[src/rtl/core/dafc_pkg.sv]
package dafc_pkg;

    // Fade timing
    localparam int ACTIVATE_FADE_MS = 100;
    localparam int MAX_FADE_MS      = 1000;
    localparam int MS_PER_LEVEL     = 20;

    // Field and register widths
    localparam int LEVEL_W    = 8;
    localparam int TIME_W     = 24;
    localparam int FADE_W     = 11;
    localparam int PCT_W      = 7;
    localparam int KIND_W     = 3;
    localparam int CFG_IDX_W  = 2;
    localparam int CFG_DATA_W = 24;

    // Shared divider: quotient always fits in a level
    localparam int QUO_W      = LEVEL_W;
    localparam int STEP_W     = $clog2(QUO_W);
    localparam int DIVIDEND_W = 22;
    localparam int DIVISOR_W  = 14;
    localparam int PROD_W     = LEVEL_W + FADE_W;
    localparam int LEN_W      = LEVEL_W + 7;

    // Input kinds
    localparam logic [KIND_W-1:0] KIND_TICK       = 3'd0;
    localparam logic [KIND_W-1:0] KIND_FOCUS      = 3'd1;
    localparam logic [KIND_W-1:0] KIND_PREV_BEGIN = 3'd2;
    localparam logic [KIND_W-1:0] KIND_PREV_VALUE = 3'd3;
    localparam logic [KIND_W-1:0] KIND_PREV_END   = 3'd4;
    localparam logic [KIND_W-1:0] KIND_APPLY      = 3'd5;

    // Configuration register indexes
    localparam logic [CFG_IDX_W-1:0] REG_ACTIVE_PCT   = 2'd0;
    localparam logic [CFG_IDX_W-1:0] REG_INACTIVE_PCT = 2'd1;
    localparam logic [CFG_IDX_W-1:0] REG_DELAY        = 2'd2;
    localparam logic [CFG_IDX_W-1:0] REG_LAYER_AVAIL  = 2'd3;

    // Constants
    localparam logic [LEVEL_W-1:0] LEVEL_OPAQUE   = 8'd255;
    localparam logic [LEVEL_W-1:0] LEVEL_FLOOR    = 8'd10;
    localparam logic [PCT_W-1:0]   PCT_FULL       = 7'd100;
    localparam logic [PCT_W-1:0]   ACTIVE_PCT_MIN = 7'd30;
    localparam logic [PCT_W-1:0]   FACTOR_PCT_MIN = 7'd10;
    localparam logic [TIME_W-1:0]  DELAY_MIN      = 24'd20;
    localparam logic [TIME_W-1:0]  DELAY_MAX      = 24'd10000000;
    localparam logic [TIME_W-1:0]  TIME_SAT       = {TIME_W{1'b1}};
    localparam logic [DIVISOR_W-1:0] PCT_SCALE    = 14'd100;
    localparam logic [DIVISOR_W-1:0] PCT2_SCALE   = 14'd10000;

    typedef enum logic [2:0] {
        ST_IDLE,
        ST_TIME,
        ST_MUL,
        ST_DIV,
        ST_APPLY
    } state_t;

    function automatic logic [PCT_W-1:0] pct_clamp(
        input logic [PCT_W-1:0] v,
        input logic [PCT_W-1:0] lo,
        input logic [PCT_W-1:0] hi
    );
        logic [PCT_W-1:0] r;
        if (v < lo) begin
            r = lo;
        end else if (v > hi) begin
            r = hi;
        end else begin
            r = v;
        end
        return r;
    endfunction

endpackage

[src/rtl/core/delayed_alpha_fade_controller.sv]
// Channel  | Handshake                   | Payload
// ---------+-----------------------------+----------------------------------------------
// input    | s_valid / s_ready           | s_kind, s_focused, s_visible, s_preview_pct
// result   | m_valid / m_ready           | m_alpha, m_layered, m_fading
// config   | cfg_wr_en (no wait)         | cfg_wr_idx, cfg_wr_data
//
// One beat in gives one beat out. An accepted item passes the time, multiply, divide
// and apply states in order, and s_ready stays low until it is back in idle. The shared
// restoring divider retires one quotient bit per cycle.
// aresetn is synchronous, active low. A result waiting on m_ready does not block
// the next input beat; that beat stalls only in its final step until m_ready.
module delayed_alpha_fade_controller
    import dafc_pkg::*;
(
    input  logic                  aclk,
    input  logic                  aresetn,
    input  logic                  cfg_wr_en,
    input  logic [CFG_IDX_W-1:0]  cfg_wr_idx,
    input  logic [CFG_DATA_W-1:0] cfg_wr_data,
    input  logic                  s_valid,
    output logic                  s_ready,
    input  logic [KIND_W-1:0]     s_kind,
    input  logic                  s_focused,
    input  logic                  s_visible,
    input  logic [PCT_W-1:0]      s_preview_pct,
    output logic                  m_valid,
    input  logic                  m_ready,
    output logic [LEVEL_W-1:0]    m_alpha,
    output logic                  m_layered,
    output logic                  m_fading
);

    // Configuration
    logic [PCT_W-1:0]  active_pct_reg;
    logic [PCT_W-1:0]  factor_pct_reg;
    logic [TIME_W-1:0] delay_reg;
    logic              layer_avail_reg;

    // Controller state
    state_t             state_reg, state_next;
    logic [LEVEL_W-1:0] cur_reg, cur_next;
    logic [LEVEL_W-1:0] start_reg, start_next;
    logic [LEVEL_W-1:0] target_reg, target_next;
    logic [TIME_W-1:0]  elapsed_reg, elapsed_next;
    logic [TIME_W-1:0]  wait_reg, wait_next;
    logic [FADE_W-1:0]  fade_reg, fade_next;
    logic               fade_run_reg, fade_run_next;
    logic               layer_on_reg, layer_on_next;
    logic               preview_reg, preview_next;
    logic               last_focus_reg, last_focus_next;

    // Item latch
    logic [KIND_W-1:0] kind_reg;
    logic              focused_reg;
    logic              visible_reg;
    logic [PCT_W-1:0]  pct_reg;

    // Divider and time
    logic [TIME_W-1:0]     e_reg;
    logic                  use_target_reg;
    logic [DIVIDEND_W-1:0] rem_reg;
    logic [DIVIDEND_W-1:0] dsh_reg;
    logic [QUO_W-1:0]      quo_reg;
    logic [STEP_W-1:0]     step_reg;

    // Output register
    logic               m_valid_reg;
    logic [LEVEL_W-1:0] m_alpha_reg;
    logic               m_layered_reg;
    logic               m_fading_reg;

    logic in_beat;
    logic out_free;
    logic commit;
    logic tick_live;
    logic focus_sel;

    logic [TIME_W-1:0]     el_inc;
    logic [TIME_W-1:0]     e_calc;
    logic [FADE_W-1:0]     e_short;
    logic                  use_target;
    logic [PROD_W-1:0]     prod_start;
    logic [PROD_W-1:0]     prod_target;
    logic [PCT_W-1:0]      prev_pct;
    logic [DIVIDEND_W-1:0] af_prod;
    logic [DIVIDEND_W-1:0] dividend;
    logic [DIVISOR_W-1:0]  divisor;

    // Handshake and step control
    always_comb begin
        s_ready  = (state_reg == ST_IDLE);
        in_beat  = s_valid && s_ready;
        out_free = !m_valid_reg || m_ready;
        commit   = (state_reg == ST_APPLY) && out_free;
    end

    // Next state
    always_comb begin
        state_next = state_reg;
        unique case (state_reg)
            ST_IDLE:  if (s_valid) begin
                state_next = ST_TIME;
            end
            ST_TIME:  state_next = ST_MUL;
            ST_MUL:   state_next = ST_DIV;
            ST_DIV:   if (step_reg == STEP_W'(QUO_W - 1)) begin
                state_next = ST_APPLY;
            end
            ST_APPLY: if (out_free) begin
                state_next = ST_IDLE;
            end
            default:  state_next = ST_IDLE;
        endcase
    end

    always_ff @(posedge aclk) begin
        if (!aresetn) begin
            state_reg <= ST_IDLE;
        end else begin
            state_reg <= state_next;
        end
    end

    // Configuration writes, saturated into range
    always_ff @(posedge aclk) begin
        if (!aresetn) begin
            active_pct_reg  <= PCT_FULL;
            factor_pct_reg  <= PCT_FULL;
            delay_reg       <= '0;
            layer_avail_reg <= 1'b1;
        end else if (cfg_wr_en) begin
            unique case (cfg_wr_idx)
                REG_ACTIVE_PCT:
                    active_pct_reg <= pct_clamp(cfg_wr_data[PCT_W-1:0], ACTIVE_PCT_MIN,
                                                PCT_FULL);
                REG_INACTIVE_PCT:
                    factor_pct_reg <= pct_clamp(cfg_wr_data[PCT_W-1:0], FACTOR_PCT_MIN,
                                                PCT_FULL);
                REG_DELAY:
                    delay_reg <= (cfg_wr_data > DELAY_MAX) ? DELAY_MAX
                                                           : cfg_wr_data[TIME_W-1:0];
                REG_LAYER_AVAIL:
                    layer_avail_reg <= cfg_wr_data[0];
                default: ;
            endcase
        end
    end

    // Which focus state picks the level for this beat
    always_comb begin
        unique case (kind_reg)
            KIND_FOCUS:    focus_sel = focused_reg;
            KIND_PREV_END: focus_sel = last_focus_reg;
            KIND_APPLY:    focus_sel = visible_reg ? focused_reg : 1'b1;
            default:       focus_sel = 1'b1;
        endcase
    end

    // Tick time: saturating elapsed count and moving time past the wait
    always_comb begin
        tick_live = (kind_reg == KIND_TICK) && fade_run_reg;
        el_inc    = (elapsed_reg == TIME_SAT) ? elapsed_reg : elapsed_reg + 1'b1;
        e_calc    = (el_inc >= wait_reg) ? el_inc - wait_reg : '0;
    end

    // Dividend and divisor for this beat
    always_comb begin
        e_short     = e_reg[FADE_W-1:0];
        use_target  = (fade_reg == '0) || (e_reg >= TIME_W'(fade_reg));
        prod_start  = PROD_W'(start_reg) * PROD_W'(fade_reg - e_short);
        prod_target = PROD_W'(target_reg) * PROD_W'(e_short);
        prev_pct    = pct_clamp(pct_reg, ACTIVE_PCT_MIN, PCT_FULL);
        af_prod     = DIVIDEND_W'(active_pct_reg) * DIVIDEND_W'(factor_pct_reg);
        if (kind_reg == KIND_TICK) begin
            if (use_target) begin
                dividend = '0;
                divisor  = DIVISOR_W'(1);
            end else begin
                dividend = DIVIDEND_W'(prod_start) + DIVIDEND_W'(prod_target);
                divisor  = DIVISOR_W'(fade_reg);
            end
        end else if (kind_reg == KIND_PREV_VALUE) begin
            // times 255 as times 256 minus one
            dividend = (DIVIDEND_W'(prev_pct) << LEVEL_W) - DIVIDEND_W'(prev_pct);
            divisor  = PCT_SCALE;
        end else if (focus_sel) begin
            dividend = (DIVIDEND_W'(active_pct_reg) << LEVEL_W)
                       - DIVIDEND_W'(active_pct_reg);
            divisor  = PCT_SCALE;
        end else begin
            dividend = (af_prod << LEVEL_W) - af_prod;
            divisor  = PCT2_SCALE;
        end
    end

    // Item latch, time stage and shared restoring divider
    always_ff @(posedge aclk) begin
        if (in_beat) begin
            kind_reg    <= s_kind;
            focused_reg <= s_focused;
            visible_reg <= s_visible;
            pct_reg     <= s_preview_pct;
        end
        unique case (state_reg)
            ST_TIME: begin
                e_reg <= e_calc;
            end
            ST_MUL: begin
                use_target_reg <= use_target;
                rem_reg        <= dividend;
                dsh_reg        <= DIVIDEND_W'(divisor) << (QUO_W - 1);
                step_reg       <= '0;
            end
            ST_DIV: begin
                if (rem_reg >= dsh_reg) begin
                    rem_reg <= rem_reg - dsh_reg;
                    quo_reg <= {quo_reg[QUO_W-2:0], 1'b1};
                end else begin
                    quo_reg <= {quo_reg[QUO_W-2:0], 1'b0};
                end
                dsh_reg  <= dsh_reg >> 1;
                step_reg <= step_reg + 1'b1;
            end
            default: ;
        endcase
    end

    // Item update from the divider quotient
    always_comb begin
        logic [LEVEL_W-1:0] lvl_focus;
        logic [LEVEL_W-1:0] lvl_tick;
        logic [LEVEL_W-1:0] cur_eff;
        logic [LEVEL_W-1:0] chg_level;
        logic [LEVEL_W-1:0] chg_cur;
        logic [LEVEL_W-1:0] diff;
        logic [LEN_W-1:0]   len;
        logic               do_chg;
        logic               chg_delayed;

        cur_next        = cur_reg;
        start_next      = start_reg;
        target_next     = target_reg;
        elapsed_next    = elapsed_reg;
        wait_next       = wait_reg;
        fade_next       = fade_reg;
        fade_run_next   = fade_run_reg;
        layer_on_next   = layer_on_reg;
        preview_next    = preview_reg;
        last_focus_next = last_focus_reg;

        do_chg      = 1'b0;
        chg_delayed = 1'b0;
        chg_level   = quo_reg;
        chg_cur     = cur_reg;

        lvl_focus = (!focus_sel && (quo_reg < LEVEL_FLOOR)) ? LEVEL_FLOOR : quo_reg;
        lvl_tick  = use_target_reg ? target_reg : quo_reg;
        cur_eff   = layer_on_reg ? cur_reg : LEVEL_OPAQUE;

        unique case (kind_reg)
            KIND_TICK: begin
                if (fade_run_reg) begin
                    cur_next = lvl_tick;
                    if (lvl_tick == target_reg) begin
                        fade_run_next = 1'b0;
                    end
                end
            end
            KIND_FOCUS: begin
                if (layer_on_reg) begin
                    last_focus_next = focused_reg;
                    do_chg          = !preview_reg;
                    chg_level       = lvl_focus;
                    chg_delayed     = !focused_reg;
                end
            end
            KIND_PREV_BEGIN: begin
                if (layer_avail_reg && !preview_reg) begin
                    preview_next = 1'b1;
                end
            end
            KIND_PREV_VALUE: begin
                if (preview_reg && (quo_reg != cur_reg)) begin
                    layer_on_next = 1'b1;
                    cur_next      = cur_eff;
                    do_chg        = 1'b1;
                    chg_cur       = cur_eff;
                end
            end
            KIND_PREV_END: begin
                if (preview_reg) begin
                    preview_next = 1'b0;
                    if (layer_on_reg) begin
                        do_chg      = 1'b1;
                        chg_level   = lvl_focus;
                        chg_delayed = !last_focus_reg;
                    end
                end
            end
            KIND_APPLY: begin
                if (!layer_avail_reg) begin
                    layer_on_next = 1'b0;
                end else if ((active_pct_reg == PCT_FULL) && (factor_pct_reg == PCT_FULL)) begin
                    // layering not needed: back to opaque, fade left alone
                    if (layer_on_reg) begin
                        layer_on_next = 1'b0;
                        cur_next      = LEVEL_OPAQUE;
                    end
                end else begin
                    layer_on_next = 1'b1;
                    cur_next      = cur_eff;
                    if (visible_reg) begin
                        last_focus_next = focused_reg;
                        do_chg          = !preview_reg;
                        chg_level       = lvl_focus;
                        chg_delayed     = !focused_reg;
                        chg_cur         = cur_eff;
                    end else begin
                        // hidden: jump to the focused level, no fade
                        cur_next      = quo_reg;
                        fade_run_next = 1'b0;
                    end
                end
            end
            default: ;
        endcase

        // Start a fade toward chg_level, or stop the fade when already at that level
        diff = (chg_cur > chg_level) ? chg_cur - chg_level : chg_level - chg_cur;
        len  = LEN_W'(diff) * LEN_W'(MS_PER_LEVEL);
        if (len > LEN_W'(MAX_FADE_MS)) begin
            len = LEN_W'(MAX_FADE_MS);
        end
        if (do_chg) begin
            if (chg_level == chg_cur) begin
                fade_run_next = 1'b0;
            end else begin
                target_next   = chg_level;
                start_next    = chg_cur;
                elapsed_next  = '0;
                wait_next     = (!chg_delayed || (delay_reg <= DELAY_MIN)) ? '0 : delay_reg;
                fade_run_next = 1'b1;
                if (!chg_delayed || (delay_reg == '0)) begin
                    fade_next = FADE_W'(ACTIVATE_FADE_MS);
                end else begin
                    fade_next = len[FADE_W-1:0];
                end
            end
        end
    end

    // Controller state registers
    always_ff @(posedge aclk) begin
        if (!aresetn) begin
            cur_reg        <= LEVEL_OPAQUE;
            start_reg      <= LEVEL_OPAQUE;
            target_reg     <= LEVEL_OPAQUE;
            elapsed_reg    <= '0;
            wait_reg       <= '0;
            fade_reg       <= FADE_W'(ACTIVATE_FADE_MS);
            fade_run_reg   <= 1'b0;
            layer_on_reg   <= 1'b0;
            preview_reg    <= 1'b0;
            last_focus_reg <= 1'b1;
        end else if (commit) begin
            cur_reg        <= cur_next;
            start_reg      <= start_next;
            target_reg     <= target_next;
            elapsed_reg    <= elapsed_next;
            wait_reg       <= wait_next;
            fade_reg       <= fade_next;
            fade_run_reg   <= fade_run_next;
            layer_on_reg   <= layer_on_next;
            preview_reg    <= preview_next;
            last_focus_reg <= last_focus_next;
        end else if ((state_reg == ST_TIME) && tick_live) begin
            elapsed_reg <= el_inc;
        end
    end

    // Result register
    always_ff @(posedge aclk) begin
        if (!aresetn) begin
            m_valid_reg <= 1'b0;
        end else if (commit) begin
            m_valid_reg <= 1'b1;
        end else if (m_ready) begin
            m_valid_reg <= 1'b0;
        end
        if (commit) begin
            m_alpha_reg   <= cur_next;
            m_layered_reg <= layer_on_next;
            m_fading_reg  <= fade_run_next;
        end
    end

    // Result port
    always_comb begin
        m_valid   = m_valid_reg;
        m_alpha   = m_alpha_reg;
        m_layered = m_layered_reg;
        m_fading  = m_fading_reg;
    end

endmodule
[config.mk]
export PLATFORM = sky130hd
export DESIGN_NAME = delayed_alpha_fade_controller
export DESIGN_NICKNAME = d
export VERILOG_FILES = /design/src/rtl/core/dafc_pkg.sv /design/src/rtl/core/delayed_alpha_fade_controller.sv
export SDC_FILE = /design/constraint.sdc
export NUM_CORES = 1
export LEC_CHECK = 0
export BUFFER_PORTS_ARGS = -buffer_cell sky130_fd_sc_hd__buf_2
export CORE_AREA = 2 2 323 325
export CTS_CLUSTER_SIZE = 16
export DETAILED_ROUTE_END_ITERATION = 6
export DIE_AREA = 0 0 325 327
export PLACE_DENSITY = 0.38
export SYNTH_ARGS = -nofsm -noshare
export SYNTH_HDL_FRONTEND = slang
export SYNTH_SLANG_ARGS = --single-unit
[constraint.sdc]
create_clock -name aclk -period 10.6 [get_ports aclk]
set_input_delay 0.53 -clock aclk [delete_from_list [all_inputs] [get_ports aclk]]
set_output_delay 0.53 -clock aclk [all_outputs]
set_load 0.02 [all_outputs]
==> flow_metrics.env <==
export IMPL_status="complete, no violations"
export IMPL_hpwlAfterDp_um=57700
export IMPL_critPathKind="reg -> reg"
export IMPL_post_dp_cell_area_um2=25100
export IMPL_cts_buffers=29
export IMPL_ys_flop_type="dfxtp_1"
export IMPL_port_buffers=54
export IMPL_synth_cell_type_count=87
export IMPL_io_pins=55
export IMPL_layout_min_cycle_time_ns=9.79
export IMPL_max_freq_mhz=102
export IMPL_die_area_um2=106000
export IMPL_cts_buffer_depth=3
export IMPL_end_kind="flop"
export IMPL_ff_latch_area_um2=5600
export IMPL_hold_path_class="in -> reg"
export IMPL_worstSetupStartpointType="flop"
export IMPL_slowest_delay_ns=0.55
export IMPL_setup_viol=0
export IMPL_holdBufCountCts=0
export IMPL_synth_nets=3174
export IMPL_place_inst=4082
export IMPL_wl_per_cell_um=17.5
export IMPL_gp_congestion=0.778
export IMPL_via_per_inst=4.53
export IMPL_synth_top_area_frac=0.149
export IMPL_multi_input_area_um2=16000
export IMPL_post_cts_resized=0
export IMPL_drv_cap=0
export IMPL_core_area_um2=103000
export IMPL_start_util=0.228
export IMPL_htreeDepth=1
export IMPL_slew_violations=0
export IMPL_drt_first_pass_iters=5
export IMPL_wl_um=72500
export IMPL_syn_area_um2=23400
export IMPL_die_w_um=325
export IMPL_cp_max_fo=9
export IMPL_tns_ns=0
export IMPL_final_util=0.253
export IMPL_drive_gt1_frac=0.0574
export IMPL_ant_nets=0
export IMPL_rsz0062_at_grt="no"
export IMPL_grt_usage=0.136
export IMPL_cp_common_cell="fa_1"
export IMPL_antenna_found_initial=0
export IMPL_rr_worst_depth=35
export IMPL_grt_overflow=0
export IMPL_synth_top_cell_by_area="fa_1"
export IMPL_critical_path_slowest_cell="fa_1"
export IMPL_holdPathStages=1
export IMPL_async_reset_ff_frac=0
export IMPL_root_buffer="clkbuf_16"
export IMPL_grt_pass1_vias=19200
export IMPL_syn_area_per_cell_um2=8.54
export IMPL_drc_errors=0
export IMPL_fillers=11400
export IMPL_grt_max_degree=66
export IMPL_post_cts_setup_buffers=0
export IMPL_synth_most_common_cell="inv_1"
export IMPL_rows=118
export IMPL_ys_warnings_count=0
export IMPL_synthTopCellsByArea="fa_1 (15%), edfxtp_1 (13%), ha_1 (11%), dfxtp_1 (11%), inv_1 (5.9%)"
export IMPL_instances_no_fill=4135
export IMPL_clock_latency_ns=0.60
export IMPL_synthTopCellsByCount="inv_1 (367), nand2_1 (286), ha_1 (211), fa_1 (174), nor2_1 (150)"
export IMPL_grt_first_pass_wirelength_um=115000
export IMPL_drt_initial_drc_count=1052
export IMPL_crit_arrival_ns=10.11
export IMPL_area_delta_synth_final_pct=11.2
export IMPL_syn_inst=2746
export IMPL_period_share=0.923
export IMPL_n_antenna_cell=0
export IMPL_stdcell_area_um2=26100
export IMPL_clk_pin_slew_ns=0.06
export IMPL_ys_ff_latch=229
export IMPL_required_ns=10.92
export IMPL_clock_sinks=229
export IMPL_worst_pin_slew_ns=1.01
export IMPL_synth_edff_count=101
export IMPL_finalHoldViolations=0
export IMPL_dr_total_vias=18700
export IMPL_nets=3161
export IMPL_cts_tree="built"
export IMPL_relSlewSlack=0.322
export IMPL_yosysSeqAreaShare=0.239
export IMPL_worst_clock_skew_ns=0.0295
export IMPL_dieHeight_um=327
==> cell type report <==
type / count / share of cell area
clock buffer: 39 / 0.0320
tap: 1380 / 0.0662
multi-input combinational: 2033 / 0.615
clock inverter: 14 / 0.00394
timing repair buffer: 71 / 0.0154
inverter: 369 / 0.0531
sequential: 229 / 0.215
==> cells by family after synthesis <==
logic type      synth area share
xor+xnor                  0.0608
fa+ha+maj                  0.262
compound gates             0.165
flops                      0.239
mux                       0.0104
simple gates               0.185
buf+inv                   0.0786
==> critical path: cells and delay by family (launching register included) <==
| family | cells | cell delay (ns) |
|---|---|---|
| AOI/OAI and AO/OA | 13 | 2.43 |
| xor gates and xnor gates | 3 | 0.88 |
| adders and majority gates | 11 | 5.06 |
| buffers and inverters | 5 | 0.29 |
| DFF | 1 | 0.50 |
| and+or+nand+nor | 3 | 0.35 |
==> layer usage <==
metal / part of all wire / GRT usage / vias up
li1: - / - / 9289
met1: 0.50 / 0.197 / 9091
met2: 0.45 / 0.222 / 286
met3: 0.035 / 0.0133 / 54
met4: 0.014 / 0.0232 / 0
met5: 0 / 0 / -
==> cell usage in the layout, fill, tap and decap left out, types with 12 or more instances in the layout <==
cell / count
nand2_1: 286
xnor2_1: 104
o21a_1: 35
or3_1: 17
a21o_1: 33
nor2b_1: 63
nor2_1: 150
dfxtp_1: 128
inv_1: 367
nand4_1: 30
buf_4: 18
a31oi_1: 23
and3_1: 14
xor2_1: 55
o211ai_1: 29
a221oi_1: 12
a211oi_1: 27
nand2b_1: 18
a21oi_1: 135
nand3_1: 53
nor4_1: 18
mux2i_1: 22
and2_1: 128
clkbuf_16: 30
a22oi_1: 48
buf_2: 53
o21bai_1: 13
edfxtp_1: 101
ha_1: 211
fa_1: 174
nor3_1: 38
o21ai_0: 135
==> worst paths after layout <==
path,slack (ns),to,from
worst max-delay path,0.81,rem_reg[19]$_DFFE_PP_,e_reg[2]$_SDFFCE_PN0P_
worst min-delay path,0.13,visible_reg$_DFFE_PP_,s_visible
worst max register to register,0.81,rem_reg[19]$_DFFE_PP_,e_reg[2]$_SDFFCE_PN0P_
worst min register to register,0.50,elapsed_reg[9]$_SDFFE_PN0P_,elapsed_reg[9]$_SDFFE_PN0P_
==> metrics by stage <==
| stage | hold slack, ns | worst slack, ns |
|---|---|---|
| floorplan | 0.424 | 1.78 |
| global route | 0.102 | 0.0670 |
| CTS | 0.0975 | 0.726 |
| finish | 0.129 | 0.811 |
| global placement | 0.477 | 0.879 |
| detailed placement | 0.482 | 0.810 |
Power is not shown: default switching activity piles up to over one toggle a cycle in this logic, so the estimate is an artifact.
